### src/sv/button_click_classifier_top_assert.svh
// assertion macros shared by the button click classifier modules
// no dependencies; define NO_ASSERTIONS to compile the checks out
`ifndef BUTTON_CLICK_CLASSIFIER_TOP_ASSERT_SVH
`define BUTTON_CLICK_CLASSIFIER_TOP_ASSERT_SVH

`ifndef NO_ASSERTIONS

// same-cycle implication
`define BCC_ASSERT_IMP(lbl, clk, rst_n, ante, cons, msg) \
    lbl: assert property (@(posedge clk) disable iff (!rst_n) (ante) |-> (cons)) \
        else $error(msg);

// next-cycle implication
`define BCC_ASSERT_NEXT(lbl, clk, rst_n, ante, cons, msg) \
    lbl: assert property (@(posedge clk) disable iff (!rst_n) (ante) |=> (cons)) \
        else $error(msg);

`else

`define BCC_ASSERT_IMP(lbl, clk, rst_n, ante, cons, msg)

`define BCC_ASSERT_NEXT(lbl, clk, rst_n, ante, cons, msg)

`endif

`endif

### src/sv/bcc_pkg.sv
// shared types and constants of the button click classifier
// no dependencies
`timescale 1ns / 1ps

package bcc_pkg;

    localparam int NUM_KEYS   = 3;
    localparam int KEY_IDX_W  = 2;
    localparam int KEY_SEL_W  = (NUM_KEYS > 1) ? $clog2(NUM_KEYS) : 1;
    localparam int TICK_W     = 16;
    localparam int CFG_IDX_W  = 2;

    typedef logic [TICK_W-1:0] t_ticks;

    localparam t_ticks TICK_MAX          = '1;
    localparam t_ticks RST_DEBOUNCE      = 16'd20;
    localparam t_ticks RST_LONG_PRESS    = 16'd1000;
    localparam t_ticks RST_DOUBLE_WINDOW = 16'd300;
    localparam t_ticks RST_RELEASE_POLL  = 16'd50;

    typedef enum logic [1:0] {
        EV_SINGLE = 2'd0,
        EV_DOUBLE = 2'd1,
        EV_LONG   = 2'd2
    } t_ev_code;

    typedef enum logic [CFG_IDX_W-1:0] {
        REG_DEBOUNCE      = 2'd0,
        REG_LONG_PRESS    = 2'd1,
        REG_DOUBLE_WINDOW = 2'd2,
        REG_RELEASE_POLL  = 2'd3
    } t_reg_idx;

    typedef struct packed {
        t_ticks debounce;
        t_ticks long_press;
        t_ticks double_window;
        t_ticks release_poll;
    } t_cfg;

    typedef struct packed {
        logic     valid;
        t_ev_code code;
    } t_event;

endpackage

### src/sv/bcc_lane.sv
// one button lane: debounce countdown, elapsed counter and click classifier
// depends on bcc_pkg and button_click_classifier_top_assert.svh
`timescale 1ns / 1ps
`include "button_click_classifier_top_assert.svh"

module bcc_lane (
    input  logic            i_clk,
    input  logic            i_rst_n,
    input  logic            i_step,
    input  logic            i_level,
    input  bcc_pkg::t_cfg   i_cfg,
    output bcc_pkg::t_event o_event
);
    import bcc_pkg::*;

    typedef enum logic [2:0] {
        PH_IDLE = 3'd0,
        PH_DEB  = 3'd1,
        PH_WREL = 3'd2,
        PH_WSEC = 3'd3,
        PH_DEB2 = 3'd4,
        PH_RELW = 3'd5
    } t_phase;

    t_phase r_phase, n_phase;
    t_ticks r_cnt, n_cnt;
    t_ticks r_elapsed, n_elapsed;
    logic   r_run, n_run;
    logic   r_prev, n_prev;
    logic   expire;
    t_event ev;

    always_comb begin
        n_phase   = r_phase;
        n_cnt     = r_cnt;
        n_run     = r_run;
        n_prev    = r_prev;
        n_elapsed = (r_elapsed == TICK_MAX) ? r_elapsed : r_elapsed + t_ticks'(1);
        expire    = 1'b0;
        ev        = '0;

        // a level change reloads the countdown and wins over expiry
        if (i_level != r_prev) begin
            n_prev = i_level;
            n_cnt  = i_cfg.debounce;
            n_run  = 1'b1;
        end else if (r_run) begin
            if (r_cnt <= t_ticks'(1)) begin
                n_cnt  = '0;
                n_run  = 1'b0;
                expire = 1'b1;
            end else begin
                n_cnt = r_cnt - t_ticks'(1);
            end
        end

        if (expire) begin
            unique case (r_phase)
                PH_IDLE: begin
                    if (!i_level) begin
                        n_phase   = PH_DEB;
                        n_elapsed = '0;
                        n_cnt     = i_cfg.debounce;
                        n_run     = 1'b1;
                    end
                end
                PH_DEB: begin
                    if (!i_level) begin
                        n_phase = PH_WREL;
                        n_cnt   = i_cfg.long_press;
                        n_run   = 1'b1;
                    end else begin
                        n_phase = PH_IDLE;
                    end
                end
                PH_WREL: begin
                    if (!i_level) begin
                        // still held: long press once enough ticks have gone by
                        if (n_elapsed >= i_cfg.long_press) begin
                            ev.valid = 1'b1;
                            ev.code  = EV_LONG;
                            n_phase  = PH_RELW;
                            n_cnt    = i_cfg.release_poll;
                            n_run    = 1'b1;
                        end
                    end else begin
                        n_phase = PH_WSEC;
                        n_cnt   = i_cfg.double_window;
                        n_run   = 1'b1;
                    end
                end
                PH_WSEC: begin
                    if (!i_level) begin
                        n_phase = PH_DEB2;
                        n_cnt   = i_cfg.debounce;
                        n_run   = 1'b1;
                    end else begin
                        ev.valid = 1'b1;
                        ev.code  = EV_SINGLE;
                        n_phase  = PH_IDLE;
                        n_run    = 1'b0;
                    end
                end
                PH_DEB2: begin
                    if (!i_level) begin
                        ev.valid = 1'b1;
                        ev.code  = EV_DOUBLE;
                        n_phase  = PH_RELW;
                        n_cnt    = i_cfg.release_poll;
                        n_run    = 1'b1;
                    end else begin
                        ev.valid = 1'b1;
                        ev.code  = EV_SINGLE;
                        n_phase  = PH_IDLE;
                    end
                end
                PH_RELW: begin
                    if (i_level) begin
                        n_phase = PH_IDLE;
                        n_run   = 1'b0;
                    end
                end
                default: begin
                    n_phase = PH_IDLE;
                    n_run   = 1'b0;
                end
            endcase
        end
    end

    always_ff @(posedge i_clk) begin
        if (!i_rst_n) begin
            r_phase   <= PH_IDLE;
            r_cnt     <= '0;
            r_run     <= 1'b0;
            r_elapsed <= '0;
            r_prev    <= 1'b1;
        end else if (i_step) begin
            r_phase   <= n_phase;
            r_cnt     <= n_cnt;
            r_run     <= n_run;
            r_elapsed <= n_elapsed;
            r_prev    <= n_prev;
        end
    end

    assign o_event = ev;

    `BCC_ASSERT_IMP(a_event_on_expiry, i_clk, i_rst_n, i_step && o_event.valid, r_run && (r_cnt <= t_ticks'(1)) && (i_level == r_prev), "event without countdown expiry")
    `BCC_ASSERT_IMP(a_wrel_from_deb, i_clk, i_rst_n, (r_phase == PH_WREL) && ($past(r_phase) != PH_WREL), $past(r_phase) == PH_DEB, "wait release entered from wrong phase")

endmodule

### src/sv/bcc_merge.sv
// merging stage: holds the events of one tick and hands them out in button order
// depends on bcc_pkg and button_click_classifier_top_assert.svh
`timescale 1ns / 1ps
`include "button_click_classifier_top_assert.svh"

module bcc_merge (
    input  logic                             i_clk,
    input  logic                             i_rst_n,
    input  logic                             i_in_valid,
    output logic                             o_in_ready,
    input  bcc_pkg::t_event [bcc_pkg::NUM_KEYS-1:0] i_events,
    output logic                             o_load,
    output logic                             o_out_valid,
    input  logic                             i_out_ready,
    output logic [bcc_pkg::KEY_IDX_W-1:0]    o_key_index,
    output logic [1:0]                       o_event_code,
    output logic                             o_last_event
);
    import bcc_pkg::*;

    logic     [NUM_KEYS-1:0]  r_pend, n_pend;
    t_ev_code                 r_code [NUM_KEYS];
    logic     [KEY_SEL_W-1:0] sel;
    logic                     found;
    logic     [NUM_KEYS-1:0]  rest;
    logic     [NUM_KEYS-1:0]  cleared;
    logic     [NUM_KEYS-1:0]  new_mask;
    logic                     out_take;
    logic                     load;

    // lowest pending button goes first
    always_comb begin
        sel   = '0;
        found = 1'b0;
        for (int k = 0; k < NUM_KEYS; k++) begin
            if (r_pend[k] && !found) begin
                found = 1'b1;
                sel   = KEY_SEL_W'(k);
            end
        end
    end

    always_comb begin
        for (int k = 0; k < NUM_KEYS; k++) begin
            new_mask[k] = i_events[k].valid;
        end
    end

    assign rest       = r_pend & ~(NUM_KEYS'(1) << sel);
    assign out_take   = o_out_valid && i_out_ready;
    assign cleared    = out_take ? rest : r_pend;
    // take the next tick as soon as the last word of this one leaves
    assign o_in_ready = (cleared == '0);
    assign load       = i_in_valid && o_in_ready;
    assign n_pend     = load ? new_mask : cleared;

    always_ff @(posedge i_clk) begin
        if (!i_rst_n) begin
            r_pend <= '0;
        end else begin
            r_pend <= n_pend;
        end
    end

    always_ff @(posedge i_clk) begin
        if (load) begin
            for (int k = 0; k < NUM_KEYS; k++) begin
                r_code[k] <= i_events[k].code;
            end
        end
    end

    assign o_load       = load;
    assign o_out_valid  = |r_pend;
    assign o_key_index  = KEY_IDX_W'(sel);
    assign o_event_code = r_code[sel];
    assign o_last_event = (rest == '0);

    `BCC_ASSERT_IMP(a_last_matches_count, i_clk, i_rst_n, o_out_valid, o_last_event == ($countones(r_pend) == 1), "last flag disagrees with pending count")
    `BCC_ASSERT_NEXT(a_drain_one, i_clk, i_rst_n, out_take && !load, $countones(r_pend) + 1 == $countones($past(r_pend)), "delivered word not retired")
    `BCC_ASSERT_IMP(a_load_after_last, i_clk, i_rst_n, load && (r_pend != '0), out_take && o_last_event, "new tick loaded over pending words")

endmodule

### src/sv/button_click_classifier_top.sv
// Button click classifier: one input word is one time tick with the sampled
// active-low level of every button; each button runs its own debounce
// countdown and classifier lane, and single, double and long press events come
// out one word per cycle while i_out_ready is high, in ascending button order,
// last_event marking the final event of a tick. A tick is taken every cycle
// while it causes no event; a tick with n events holds the merging stage until
// all n are taken, n at most the number of buttons. The next tick is accepted
// in the cycle the last event of the previous one is taken.
// depends on bcc_pkg, bcc_lane and bcc_merge
`timescale 1ns / 1ps

module button_click_classifier_top (
    input  logic                          i_clk,
    input  logic                          i_rst_n,
    input  logic                          i_cfg_we,
    input  logic [bcc_pkg::CFG_IDX_W-1:0] i_cfg_idx,
    input  logic [bcc_pkg::TICK_W-1:0]    i_cfg_data,
    input  logic                          i_in_valid,
    output logic                          o_in_ready,
    input  logic [bcc_pkg::NUM_KEYS-1:0]  i_key_levels,
    output logic                          o_out_valid,
    input  logic                          i_out_ready,
    output logic [bcc_pkg::KEY_IDX_W-1:0] o_key_index,
    output logic [1:0]                    o_event_code,
    output logic                          o_last_event
);
    import bcc_pkg::*;

    t_cfg                  r_cfg;
    t_event [NUM_KEYS-1:0] events;
    logic                  load;

    always_ff @(posedge i_clk) begin
        if (!i_rst_n) begin
            r_cfg.debounce      <= RST_DEBOUNCE;
            r_cfg.long_press    <= RST_LONG_PRESS;
            r_cfg.double_window <= RST_DOUBLE_WINDOW;
            r_cfg.release_poll  <= RST_RELEASE_POLL;
        end else if (i_cfg_we) begin
            unique case (t_reg_idx'(i_cfg_idx))
                REG_DEBOUNCE:      r_cfg.debounce      <= i_cfg_data;
                REG_LONG_PRESS:    r_cfg.long_press    <= i_cfg_data;
                REG_DOUBLE_WINDOW: r_cfg.double_window <= i_cfg_data;
                REG_RELEASE_POLL:  r_cfg.release_poll  <= i_cfg_data;
                default: ;
            endcase
        end
    end

    for (genvar g = 0; g < NUM_KEYS; g++) begin : g_lane
        bcc_lane u_lane (
            .i_clk   (i_clk),
            .i_rst_n (i_rst_n),
            .i_step  (load),
            .i_level (i_key_levels[g]),
            .i_cfg   (r_cfg),
            .o_event (events[g])
        );
    end

    bcc_merge u_merge (
        .i_clk        (i_clk),
        .i_rst_n      (i_rst_n),
        .i_in_valid   (i_in_valid),
        .o_in_ready   (o_in_ready),
        .i_events     (events),
        .o_load       (load),
        .o_out_valid  (o_out_valid),
        .i_out_ready  (i_out_ready),
        .o_key_index  (o_key_index),
        .o_event_code (o_event_code),
        .o_last_event (o_last_event)
    );

endmodule
### config.mk
export PLATFORM = sky130hd
export DESIGN_NAME = button_click_classifier_top
export DESIGN_NICKNAME = d
export VERILOG_FILES = /design/src/sv/bcc_pkg.sv /design/src/sv/bcc_lane.sv /design/src/sv/bcc_merge.sv /design/src/sv/button_click_classifier_top.sv
export VERILOG_INCLUDE_DIRS = /design/src /design/src/sv
export SDC_FILE = /design/constraint.sdc
export NUM_CORES = 1
export LEC_CHECK = 0
export BUFFER_PORTS_ARGS = -buffer_cell sky130_fd_sc_hd__buf_2
export CORE_ASPECT_RATIO = 1.25
export CORE_MARGIN = 2
export CORE_UTILIZATION = 35
export DETAILED_ROUTE_END_ITERATION = 16
export PLACE_DENSITY = 0.49
export SETUP_SLACK_MARGIN = 0.02
export SLEW_MARGIN = 20
export SYNTH_ARGS = -nofsm -noshare
export SYNTH_HDL_FRONTEND = slang
export SYNTH_SLANG_ARGS = --single-unit
### constraint.sdc
create_clock -name i_clk -period 4.7 [get_ports i_clk]
set_input_delay 0.235 -clock i_clk [delete_from_list [all_inputs] [get_ports i_clk]]
set_output_delay 0.235 -clock i_clk [all_outputs]
set_load 0.005 [all_outputs]
==> results of run 1 <==
cell usage after synthesis (46+ instances only):
master / number
a21oi_1: 158
a22oi_1: 50
a31oi_1: 46
clkbuf_1: 124
dfxtp_1: 178
ha_1: 57
inv_1: 47
nand2_1: 256
nand3_1: 70
nand4_1: 58
nor2_1: 114
nor3_1: 46
o21ai_0: 137
cell type report:
type / count / area (um2)
tap: 492 / 616
clock buffer: 17 / 425
timing repair buffer: 67 / 435
sequential: 184 / 3740
inverter: 49 / 184
fill: 4013 / 23600
clock inverter: 14 / 138
multi-input combinational: 1464 / 9120
antenna: 2 / 5.00
state kept, by name, summed over array words and instances, names as in the netlist:
signal	count
u_merge.r_code	6
g_lane.u_lane.r_elapsed	48
u_merge.r_pend	3
g_lane.u_lane.r_cnt	48
g_lane.u_lane.r_run	3
g_lane.u_lane.r_phase	9
g_lane.u_lane.r_prev	3
r_cfg	64
critical path: stages (launching register included):
cell      delay (ns)
dfxtp_1         0.46
ha_1            0.21
nand3_1         0.16
or4_1           0.68
or2_2           0.43
mux2_2          0.33
ha_1            0.28
a211oi_1        0.20
o21a_1          0.17
o211ai_1        0.12
buf_4           0.24
o41a_1          0.38
a32o_1          0.22
logic make-up (layout without fill, tap and decap cells):
kind of cell	Yosys count	in the layout	share of synthesized area [%]
adder cells (fa/ha/maj)	58	58	5.32
AO/OA/AOI/OAI	600	600	28.5
multiplexers	24	24	1.92
AND/OR/NAND/NOR	710	710	26.3
buffers and inverters	201	147	5.77
XOR/XNOR	72	72	4.64
other	0	2	0
flip-flops	184	184	27.6
per-stage QoR:
stage / hold WS [ns] / cells / setup slack, ns / util, % / cell area [um2]
6_report: 0.0200 / 2289 / 0.699 / 38.4 / 14700
3_3_place_gp: 0.479 / 2256 / 0.772 / 36.8 / 14100
2_1_floorplan: 0.359 / 1849 / 0.957 / - / 13600
3_5_place_dp: 0.482 / 2256 / 0.751 / 36.8 / 14100
5_1_grt: 0.0242 / 2287 / 0.388 / 38.4 / 14700
4_1_cts: 0.00986 / 2287 / 0.705 / 38.3 / 14600
routing by layer:
metal  wire length, um  track usage, %  part of all wire [%]  up-vias
li1                  -               -                     -     6776
met1             23900            35.8                    42     6945
met2             27200            46.3                    48      575
met3              3590            4.37                   6.3      119
met4              2460            12.1                   4.3        2
met5                 9               0                 0.016        -
where the power goes:
part	internal (W)	switching [W]
Combinational	0.000262	0.000455
Sequential	0.00164	0.000152
Clock	0.000700	0.000779
Total	0.00260	0.00139
final timing paths:
kind | from | slack [ns] | to | depth (start not counted)
min | i_cfg_data[4] | 0.02 | r_cfg[52] | 3
max | g_lane[2].u_lane.r_elapsed[0] | 0.70 | g_lane[2].u_lane.r_phase[2] | 12
max reg2reg | g_lane[2].u_lane.r_elapsed[0] | 0.70 | g_lane[2].u_lane.r_phase[2] | 12
min reg2reg | g_lane[1].u_lane.r_elapsed[10] | 0.51 | g_lane[1].u_lane.r_elapsed[10] | 1
==> flow_metrics.py, run 1 <==
metrics = {
    "sta": {
        "hold_viol": 0,
        "tightest_slew_ns": 1.00,
        "finalSetupViolCount": 0,
        "max_slew_margin_pct": 32.9,
        "rsz0062_at_grt": "false",
        "post-route-period-util_pct": 85.1,
        "min_period_ns": 4.00,
        "fin_setup_tns_ns": 0,
        "fmax_mhz": 250,
        "slew_viol_final": 0,
        "finalClockSkew_ns": 0.0179,
    },
    "detailed_routing": {
        "ant_nets": 0,
        "avgRoutedWirePerCell_um": 24.9,
        "via_per_inst": 6.30,
        "drt-total-wl_um": 57100,
        "drt-pass1-iter-count": 6,
        "drt_iter0_markers": 1686,
        "vias": 14400,
        "drc_errors": 0,
    },
    "critical_path": {
        "required_ns": 5.08,
        "crit_path_end_kind": "flip-flop",
        "cp-start-kind": "flip-flop",
        "worstPathMaxFanout": 19,
        "arrival_ns": 4.38,
        "worst-setup-path-type": "reg -> reg",
    },
    "worst_hold_path": {
        "hp-class": "in -> reg",
    },
    "placement": {
        "io_buffer_count": 32,
        "place_congestion": 0.925,
        "hpwlAfterDp_um": 39500,
    },
    "power_and_ir_drop": {
        "p_leak_nw": 5.08,
        "max-vdd-ir-drop_v": 0.000281,
        "powerDensity_mw_per_mm2": 272,
        "totalPowerFinal_w": 0.00399,
    },
    "floorplan": {
        "std_cell_rows": 80,
        "fp.coreArea_mm2": 0.0382,
        "die_y_um": 224,
        "fp.dieW_um": 180,
        "num_io_pins": 33,
        "die-area_mm2": 0.0404,
        "start_util_pct": 35.5,
    },
    "clock_tree": {
        "cts-buffers-inserted": 17,
        "clk_pin_slew_ns": 0.08,
        "ctsHoldBuffers": 0,
        "numClockSinks": 184,
        "cts_resized": 0,
        "cts_tree": "built",
        "clkLatencyLatePin_ns": 0.48,
        "cts_max_level": 4,
        "clockBufferDepth": 2,
        "cts_setup_buffers": 0,
        "cts-root-buf": "clkbuf_16",
    },
    "logic_synthesis": {
        "synth-seq-cells": 184,
        "yosysUniqueCellTypes": 87,
        "synth-edff-count": 6,
        "syn_nets": 1932,
        "yosysSeqAreaShare_pct": 27.6,
        "syn_inst": 1849,
        "synth_flop_cell": "dfxtp_1",
        "syn_area_per_cell_um2": 7.35,
        "syn_area_mm2": 0.0136,
        "netlist_top_cells_area": "dfxtp_1, nand2_1, a21oi_1",
        "netlist.top_cell.by_area": "dfxtp_1",
        "async_flop_share_pct": 0,
        "ys_warn_count": 0,
        "synth.top_cell.area_share_pct": 26.2,
    },
    "layout": {
        "nets": 1866,
        "final_common_cell": "nand2_1",
        "mostFrequentLayoutCells": "nand2_1, dfxtp_1, a21oi_1",
        "syn_to_final_growth_pct": 7.96,
        "drive_above_1_share_pct": 8.41,
    },
    "job": {
        "drv_cap": 0,
    },
    "global_route": {
        "antenna_found_initial": 5,
        "gr-total-overflow": 0,
        "grt_max_degree": 55,
        "first_global_vias": 13500,
        "grt_usage_pct": 27.9,
        "grt_pass1_wl_um": 86100,
    },
    "run_status": {
        "status": "complete, no violations",
    },
}
Power figures use the tool's default switching activity.
==> inputs of run 2 (changes only) <==
- CORE_ASPECT_RATIO: 1.25 -> 1.75
- CTS_CLUSTER_SIZE: not set -> 16
==> run 2 against run 1 <==
Net effect:
- setup slack worse by 0.0094 ns
- critical path depth is the same
- power about the same
- non-clock buffer count decreased by 1
- count of clock-buffer cells in the layout is 3 higher
- clock power about the same
==> flow_metrics.py, run 2 (same netlist as run 1, synthesis figures left out) <==
metrics = {
    "sta": {
        "finalSetupViolCount": 0,
        "tightest_slew_ns": 1.08,
        "rsz0062_at_grt": "false",
        "slew_viol_final": 0,
        "min_period_ns": 4.01,
        "max_slew_margin_pct": 27.8,
        "fmax_mhz": 249,
        "hold_viol": 0,
        "finalClockSkew_ns": 0.00972,
        "post-route-period-util_pct": 85.3,
        "fin_setup_tns_ns": 0,
    },
    "detailed_routing": {
        "drt-pass1-iter-count": 6,
        "wirelength_met1_um": 20800,
        "via_per_inst": 6.33,
        "route.met3.wl_um": 3320,
        "avgRoutedWirePerCell_um": 26.1,
        "drt-total-wl_um": 59600,
        "drt_iter0_markers": 1206,
        "wl_met2_um": 30000,
        "ant_nets": 0,
        "vias": 14400,
        "routed.top_layer": "met5",
        "drc_errors": 0,
    },
    "placement": {
        "place_area_mm2": 0.0141,
        "io_buffer_count": 32,
        "place_congestion": 0.936,
        "hpwlAfterDp_um": 43000,
    },
    "power_and_ir_drop": {
        "totalPowerFinal_w": 0.00399,
        "powerDensity_mw_per_mm2": 272,
        "p_leak_nw": 5.06,
        "max-vdd-ir-drop_v": 0.000244,
    },
    "run_status": {
        "status": "complete, no violations",
    },
    "layout": {
        "syn_to_final_growth_pct": 7.82,
        "regMostFlops": "r_cfg",
        "largest_reg_flops": 64,
        "layout.filler_cells": 4066,
        "largestRegisters": "r_cfg: 64 flops, g_lane.u_lane.r_cnt: 48 flops, g_lane.u_lane.r_elapsed: 48 flops",
        "final_common_cell": "nand2_1",
        "n_antenna_cell": 0,
        "drive_above_1_share_pct": 8.30,
        "fin_area_mm2": 0.0147,
        "nets": 1865,
        "mostFrequentLayoutCells": "nand2_1, dfxtp_1, a21oi_1",
    },
    "global_route": {
        "grt_pass1_wl_um": 89200,
        "gr-total-overflow": 0,
        "antenna_found_initial": 3,
        "grt_max_degree": 60,
        "first_global_vias": 14200,
        "grt_usage_pct": 29.0,
    },
    "critical_path": {
        "arrival_ns": 4.38,
        "crit_path_end_kind": "flip-flop",
        "cp-start-kind": "flip-flop",
        "r2r-start": "g_lane[2].u_lane.r_elapsed[0]",
        "crit_chain": "ha_1 > nand3_1 > or4_1 > or2_2 > mux2_2 > ha_1 > a211oi_1 > o21a_1 > o211ai_1 > buf_4 > o41a_1 > a32o_1",
        "crit_start": "g_lane[2].u_lane.r_elapsed[0]",
        "rrSetupSlack_ns": 0.69,
        "required_ns": 5.06,
        "cp_slowest_cell": "or4_1",
        "worstPathMaxFanout": 19,
        "r2r_cells": 12,
        "r2r-end": "g_lane[2].u_lane.r_phase[2]",
        "worst-setup-path-type": "reg -> reg",
        "critPathMaxStageDelay_ns": 0.66,
        "cp_common_cell": "ha_1",
    },
    "clock_tree": {
        "cts-root-buf": "clkbuf_16",
        "clk_pin_slew_ns": 0.08,
        "cts-buffers-inserted": 17,
        "clockBufferDepth": 2,
        "ctsHoldBuffers": 0,
        "clkLatencyLatePin_ns": 0.47,
        "cts_resized": 0,
        "cts_setup_buffers": 0,
        "numClockSinks": 184,
        "cts_tree": "built",
        "cts_max_level": 4,
    },
    "floorplan": {
        "start_util_pct": 35.4,
        "fp.dieW_um": 153,
        "fp.coreArea_mm2": 0.0384,
        "die-area_mm2": 0.0405,
        "std_cell_rows": 95,
        "die_y_um": 265,
        "num_io_pins": 33,
    },
    "worst_hold_path": {
        "min_to": "r_cfg[4]",
        "hp-class": "in -> reg",
        "min_path_cells": 3,
        "hp-start": "i_cfg_data[4]",
    },
    "job": {
        "drv_cap": 0,
    },
}
-- run 2: how the worst max path moves through the flow --
stage | to | slack [ns]
floorplan | u_merge.r_code[2][1] | 0.96
detailed placement | g_lane[2].u_lane.r_phase[2] | 0.72
global route | g_lane[2].u_lane.r_phase[2] | 0.39
CTS | g_lane[2].u_lane.r_phase[2] | 0.72
global placement | g_lane[2].u_lane.r_phase[2] | 0.76
finish | g_lane[2].u_lane.r_phase[2] | 0.69
-- run 2: worst max-delay path: cells and delay by family, from the launching register on --
kind | cells | cell delay, ns
adders and majority gates | 2 | 0.49
and+or+nand+nor | 3 | 1.25
muxes | 1 | 0.32
AOI/OAI and AO/OA | 5 | 1.12
DFF | 1 | 0.46
buffers and inverters | 1 | 0.24
-- run 2: metal layers --
| layer | vias to the layer above | GRT usage (%) |
|---|---|---|
| met5 | - | 0 |
| met4 | 4 | 23.0 |
| met3 | 228 | 4.15 |
| met2 | 555 | 51.1 |
| met1 | 6886 | 30.8 |
| li1 | 6763 | - |
-- run 2: metrics by stage --
stage | hold slack (ns) | setup WS, ns | util (%) | std cells
floorplan | 0.359 | 0.957 | - | 1849
global placement | 0.476 | 0.764 | 36.7 | 2248
detailed placement | 0.486 | 0.717 | 36.7 | 2248
CTS | 0.0308 | 0.717 | 38.2 | 2280
global route | 0.0451 | 0.391 | 38.2 | 2280
finish | 0.0441 | 0.690 | 38.2 | 2280
-- run 2: final cells by class --
cell class | instances | area, um2 | area share, %
Tap cell | 485 | 607 | 4.14
Inverter | 49 | 184 | 1.26
Multi-Input combinational cell | 1464 | 9110 | 62.2
Clock buffer | 20 | 457 | 3.12
Sequential cell | 184 | 3740 | 25.6
Clock inverter | 12 | 108 | 0.734
Timing Repair Buffer | 66 | 440 | 3.01
-- run 2: where the power goes --
part | total [W] | internal (W) | switching (W)
registers | 0.00179 | 0.00164 | 0.000155
clock network | 0.00146 | 0.000723 | 0.000741
logic | 0.000728 | 0.000264 | 0.000463
